<file path="src/rtl/swpec_pkg.sv">
// ----------------------------------------------------------------------------
// swpec_pkg
// shared widths and field layout for the sliding window peak event counter
// ----------------------------------------------------------------------------
package swpec_pkg;

   localparam int TIME_W      = 32;
   localparam int COUNT_OUT_W = 11;
   localparam int RSP_FIELD_W = 2 * COUNT_OUT_W + 2 * TIME_W;
   localparam int RSP_DATA_W  = ((RSP_FIELD_W + 7) / 8) * 8;
   localparam int RSP_PAD_W   = RSP_DATA_W - RSP_FIELD_W;

   typedef logic [TIME_W-1:0]      time_type;
   typedef logic [COUNT_OUT_W-1:0] count_out_type;

   typedef struct packed {
      logic [RSP_PAD_W-1:0] pad;
      count_out_type        current_count;
      time_type             best_last_time;
      time_type             best_first_time;
      count_out_type        best_count;
   } rsp_data_type;

endpackage

</file>
<file path="src/rtl/swpec_span_cmp.sv">
// ----------------------------------------------------------------------------
// swpec_span_cmp
// span check: saturating difference of new and oldest time against the window
// ----------------------------------------------------------------------------
module swpec_span_cmp (
   input  logic [swpec_pkg::TIME_W-1:0] new_time,
   input  logic [swpec_pkg::TIME_W-1:0] oldest_time,
   input  logic [swpec_pkg::TIME_W-1:0] window,
   output logic                         exceeds
);
   import swpec_pkg::*;

   logic [TIME_W:0] diff;

   assign diff    = {1'b0, new_time} - {1'b0, oldest_time};
   assign exceeds = !diff[TIME_W] && (diff[TIME_W-1:0] > window);

endmodule

</file>
<file path="config.mk">
export PLATFORM = sky130hd
export DESIGN_NAME = swpec_span_cmp
export DESIGN_NICKNAME = d
export VERILOG_FILES = /design/src/rtl/swpec_pkg.sv /design/src/rtl/swpec_span_cmp.sv
export SDC_FILE = /design/constraint.sdc
export NUM_CORES = 1
export LEC_CHECK = 0
export BUFFER_PORTS_ARGS = -buffer_cell sky130_fd_sc_hd__buf_4
export CAP_MARGIN = 40
export CORE_ASPECT_RATIO = 0.9
export CORE_MARGIN = 3
export CORE_UTILIZATION = 35
export DETAILED_ROUTE_END_ITERATION = 8
export SLEW_MARGIN = 40
export SYNTH_ARGS = -nofsm -noshare
export SYNTH_HDL_FRONTEND = slang
export SYNTH_SLANG_ARGS = --single-unit
</file>
<file path="constraint.sdc">
create_clock -name vclk -period 4.5
set_input_delay 0.675 -clock vclk [all_inputs]
set_output_delay 0.675 -clock vclk [all_outputs]
set_load 0.01 [all_outputs]
</file>
Yosys cells after proc, flatten, opt, wreduce, memory -nomap -nowiden
Index checks and enable logic that the tools add are counted.
{ "word_totals": {"reg_bits": 0, "latchBits": 0, "ramBits": 0, "rom_bits": 0, "in_bits": 96, "out_inout_bits": 1, "word_cells": 4, "mem_count": 0} }
{ "op_classes": {"add_sub_neg": 1, "n_mul": 0, "div_mod_pow": 0, "magnitude_cmp": 1, "eq_ne": 0, "shifts": 0, "mux": 0, "bitwise_logic": 0, "reduce_logical": 2} }
{ "op_table": {"columns": ["operator", "count"], "rows": [
  ["32-bit by 32-bit subtractor with 33-bit output", 1],
  ["32-bit > comparator", 1],
  ["1-bit logical AND", 1],
  ["1-bit zero test", 1]
]} }

Logic depth before layout (Yosys ltp)
{ "depth": {"word_depth": 3, "mapped_depth": 18, "depth_no_buf": 18} }

Worst setup path before layout
No wires, ideal clock.
{ "synth_path": {"path_type": "input -> output", "start": "input oldest_time[2] (netlist name)", "end": "output exceeds", "arrival_time_ps": 3582, "required_time_ps": 3825, "slack_ps": 243, "cell_stages": 16, "n_path_buf": 0, "path_cell_list": "inv_1 ha_1 nor2_1 a211oi_1 nor3b_2 o41ai_2 a31oi_1 xnor2_1 ha_1 a21o_1 a21o_1 a21oi_1 o21a_1 o211ai_1 a221o_1 o211a_1"} }
{ "synth_via": {"elab_chain_len": 3, "elab_cells_between_ends": 4, "cone_classes": "add/sub (1); order compare (1); reduce/logical (2)"} }
{ "synth_lines": {"columns": ["item", "line_no", "rtl"], "rows": [
  ["start, declared", "swpec_span_cmp.sv:7", "input logic [swpec_pkg::TIME_W-1:0] oldest_time,"],
  ["32-bit by 32-bit subtractor with 33-bit output (*)", "swpec_span_cmp.sv:15", "assign diff = {1'b0, new_time} - {1'b0, oldest_time};"],
  ["32-bit > comparator / 1-bit zero test (equally long branches)", "swpec_span_cmp.sv:16", "assign exceeds = !diff[TIME_W] && (diff[TIME_W-1:0] > window);"],
  ["1-bit logical AND (*)", "swpec_span_cmp.sv:16", null],
  ["end, declared", "swpec_span_cmp.sv:9", "output logic exceeds"]
]} }
Mark *: on every way between the ends. The rest lies on a longest branch, timed or not.

Worst setup path after layout
{ "layout_path": {"start": "input oldest_time[0] (netlist name)", "end": "output exceeds"} }
The elaborated chain is that of the path after synthesis.

==> impl_results.md <==
- Detailed Route Iter0 Violations: slightly below 70
- Switching Power: approximately 0.3 mW
- Endpoints failing hold: 0
- Iteration count of the initial detailed-routing pass: 4
- Max Cap Viol: 0
- Switch share: 0.4614
- Slew @ Worst Pin: 0.3841 ns
- Clock share of power: 0
- Tcrit/Tclk final: 1.013
- Pint: 0.3519 mW
- Commonest non-fill, non-tap cell in the layout: buf_4
- Critical path buffer and inverter count: 3
- Total gr overflow: 0
- Combinational power share: 1.000
- Layout cells sized above 1: 0.4092
- Initial antenna violation count: 0
- Total core area: 7330 sq um
- Nets@finish: 708
- Status: complete, but fails checks
- Area growth syn-to-layout: 57.15%
- DRC viols: 0
- Failing checks: negative setup slack
- Die width: between 90 and 100 um
- Routed len/inst: 12.52 um
- Crit start category: input pin
- WS Path Type: input pin to primary output
- # diodes: 0
- Drt total wl: 7.990 mm
- Dominant cells by area after synthesis: ha_1 29%, inv_1 9.7%, a21oi_1 6.2%
- Worst VDD drop: around 60 uV
- Via/cell ratio: between 4 and 5
- Top delay family on crit path: compound AO/OA/AOI/OAI gates
- Leakage: 2.390 nW
- GPL Wtd Cong: ~0.84
- Die H: 89.92 um
- Final Max Tran Viols: 0
- Max Fclk: 219.4 MHz
- Worst slack, placed: -0.2999 ns
- Synth unique cells: 57
- Final Core Density: 0.5872
- ANT nets after route: 0
- Post-synthesis net count: 542
- Final worst slack: -0.05726 ns
- Port bufs: 97
- Tot Pwr: 0.6533 mW
- CLK BUF: 0
- Flip-flop and latch count: 0
- Largest net degree at the start of global routing: 8
- Worst hold path class: input pin to primary output
- Most frequent cells in the layout: 167 x buf_4, 68 x inv_1, 59 x ha_1
- Setup violators final: 1
- Vias in the first global route: 3170
- Critical path's largest stage delay: 0.45 ns
- First-pass GRT wire length: approximately 13 mm
- Crit path max-delay cell type: a2111o_1
- Via count: 3171
- Synth top area share: 0.2924
- Top Ports: between 90 and 100
- Min Hold Slack: roughly 2.0 ns
- Final HPWL DP: around 7 mm
- FP Rows: 29
- Register area share after synthesis: 0
- Slew HR: 0.7420
- Die area: 8924 sq um
- Initial Util: 0.3737
- Fin crit period: 4.557 ns
- Worst Setup End Kind: primary output
- Fillcell total: roughly 700
- CP required: 3.83 ns
- Seq. cell area: 0 sq um
- Seq pwr share: 0
- Synth warn: 0
- Worst endpoint data arrival time: 3.88 ns
- Area leader, netlist: ha_1
- Synthesized instance count: 381
- Worst-path cell chain: buf_6 > ha_4 > fa_2 > nor2b_4 > o21bai_2 > a2111o_1 > nand3_2 > a21oi_2 > buf_4 > xnor2_2 > ha_1 > a21o_1 > a21oi_2 > o21ai_2 > a221oi_2 > nor2_1 > o211a_1 > buf_6
- PD cells: between 150 and 200 nW/um^2
- RSZ-0062 raised after global routing: true
- Worst Path Max Fanout: 3
- Post-Syn Area: between 2000 and 3000 sq um
- Syn_area_per_cell: 7.189 sq um
- Global-route usage over all layers: 0.1690
metal layers:
layer	global-route usage	wire length, um
met4	0.01365	95
met2	0.3087	3766
met3	0.006966	390
met5	0	0
met1	0.2268	3737
power groups by stage:
stage | Sequential [mW] | Clock (mW) | Combinational (mW)
final | 0 | 0 | 0.653
after global routing | 0 | 0 | 0.730
after CTS | 0 | 0 | 0.623
after detailed placement | 0 | 0 | 0.594
after global placement | 0 | 0 | 0.581
after floorplan | 0 | 0 | 0.367
path summary, 6_finish.rpt:
path	start	endpoint	slack (ns)	depth (start not counted)
max	oldest_time[0]	exceeds	-0.06	18
min	new_time[31]	exceeds	2.02	6
cells in the mapped netlist (2+ instances only):
cell type / instances
o21a_1: 7
o21ai_0: 3
xor2_1: 12
and4_1: 3
o2111ai_1: 2
a21o_1: 20
or2_2: 2
nand3_1: 9
o221ai_1: 2
nor3b_1: 2
o31ai_1: 2
nor3_1: 9
buf_2: 3
buf_6: 5
ha_1: 64
a211oi_1: 6
inv_1: 71
a31oi_1: 3
nor2b_1: 3
nor2_1: 19
and3_1: 2
nand4_1: 9
nand2b_1: 5
o211ai_1: 3
xnor2_1: 16
nand2_1: 23
o21bai_1: 3
o21ai_1: 10
o41ai_1: 2
a21oi_1: 34
per-stage QoR:
stage	setup TNS [ns]	instance area [sq um]	instances
2_1_floorplan	0	2739	381
3_3_place_gp	-0.1961	4015	630
3_5_place_dp	-0.2999	4015	630
4_1_cts	-0.1064	4120	633
5_1_grt	-0.2551	4304	638
6_report	-0.05726	4304	638
layout make-up:
cell class | count | area (sq um) | share of cell area
Timing Repair Buffer | 172 | 1314 | 0.3052
Multi-Input combinational cell | 302 | 2605 | 0.6052
Tap cell | 93 | 116.4 | 0.02703
Inverter | 71 | 269.0 | 0.06250
what timing repair did:
action / in CTS / in global routing
endpoints found under the setup margin: 1 / 1
gates resized for setup: 20 / 25
gates cloned: 0 / 0
endpoints found under the hold margin: 0 / 0
hold buffers: 0 / 0
buffers inserted: 3 / 5
pin swaps: 21 / 17
cell families (layout without fill, tap and decap cells):
group / Yosys count / count (layout) / synth area share
AOI/OAI and AO/OA: 117 / 117 / 0.3106
xor gates and xnor gates: 28 / 28 / 0.08954
adders and majority gates: 65 / 65 / 0.2997
buffers and inverters: 79 / 243 / 0.1233
and+or+nand+nor: 92 / 92 / 0.1768
No activity file was read; power rests on OpenSTA's default activity.
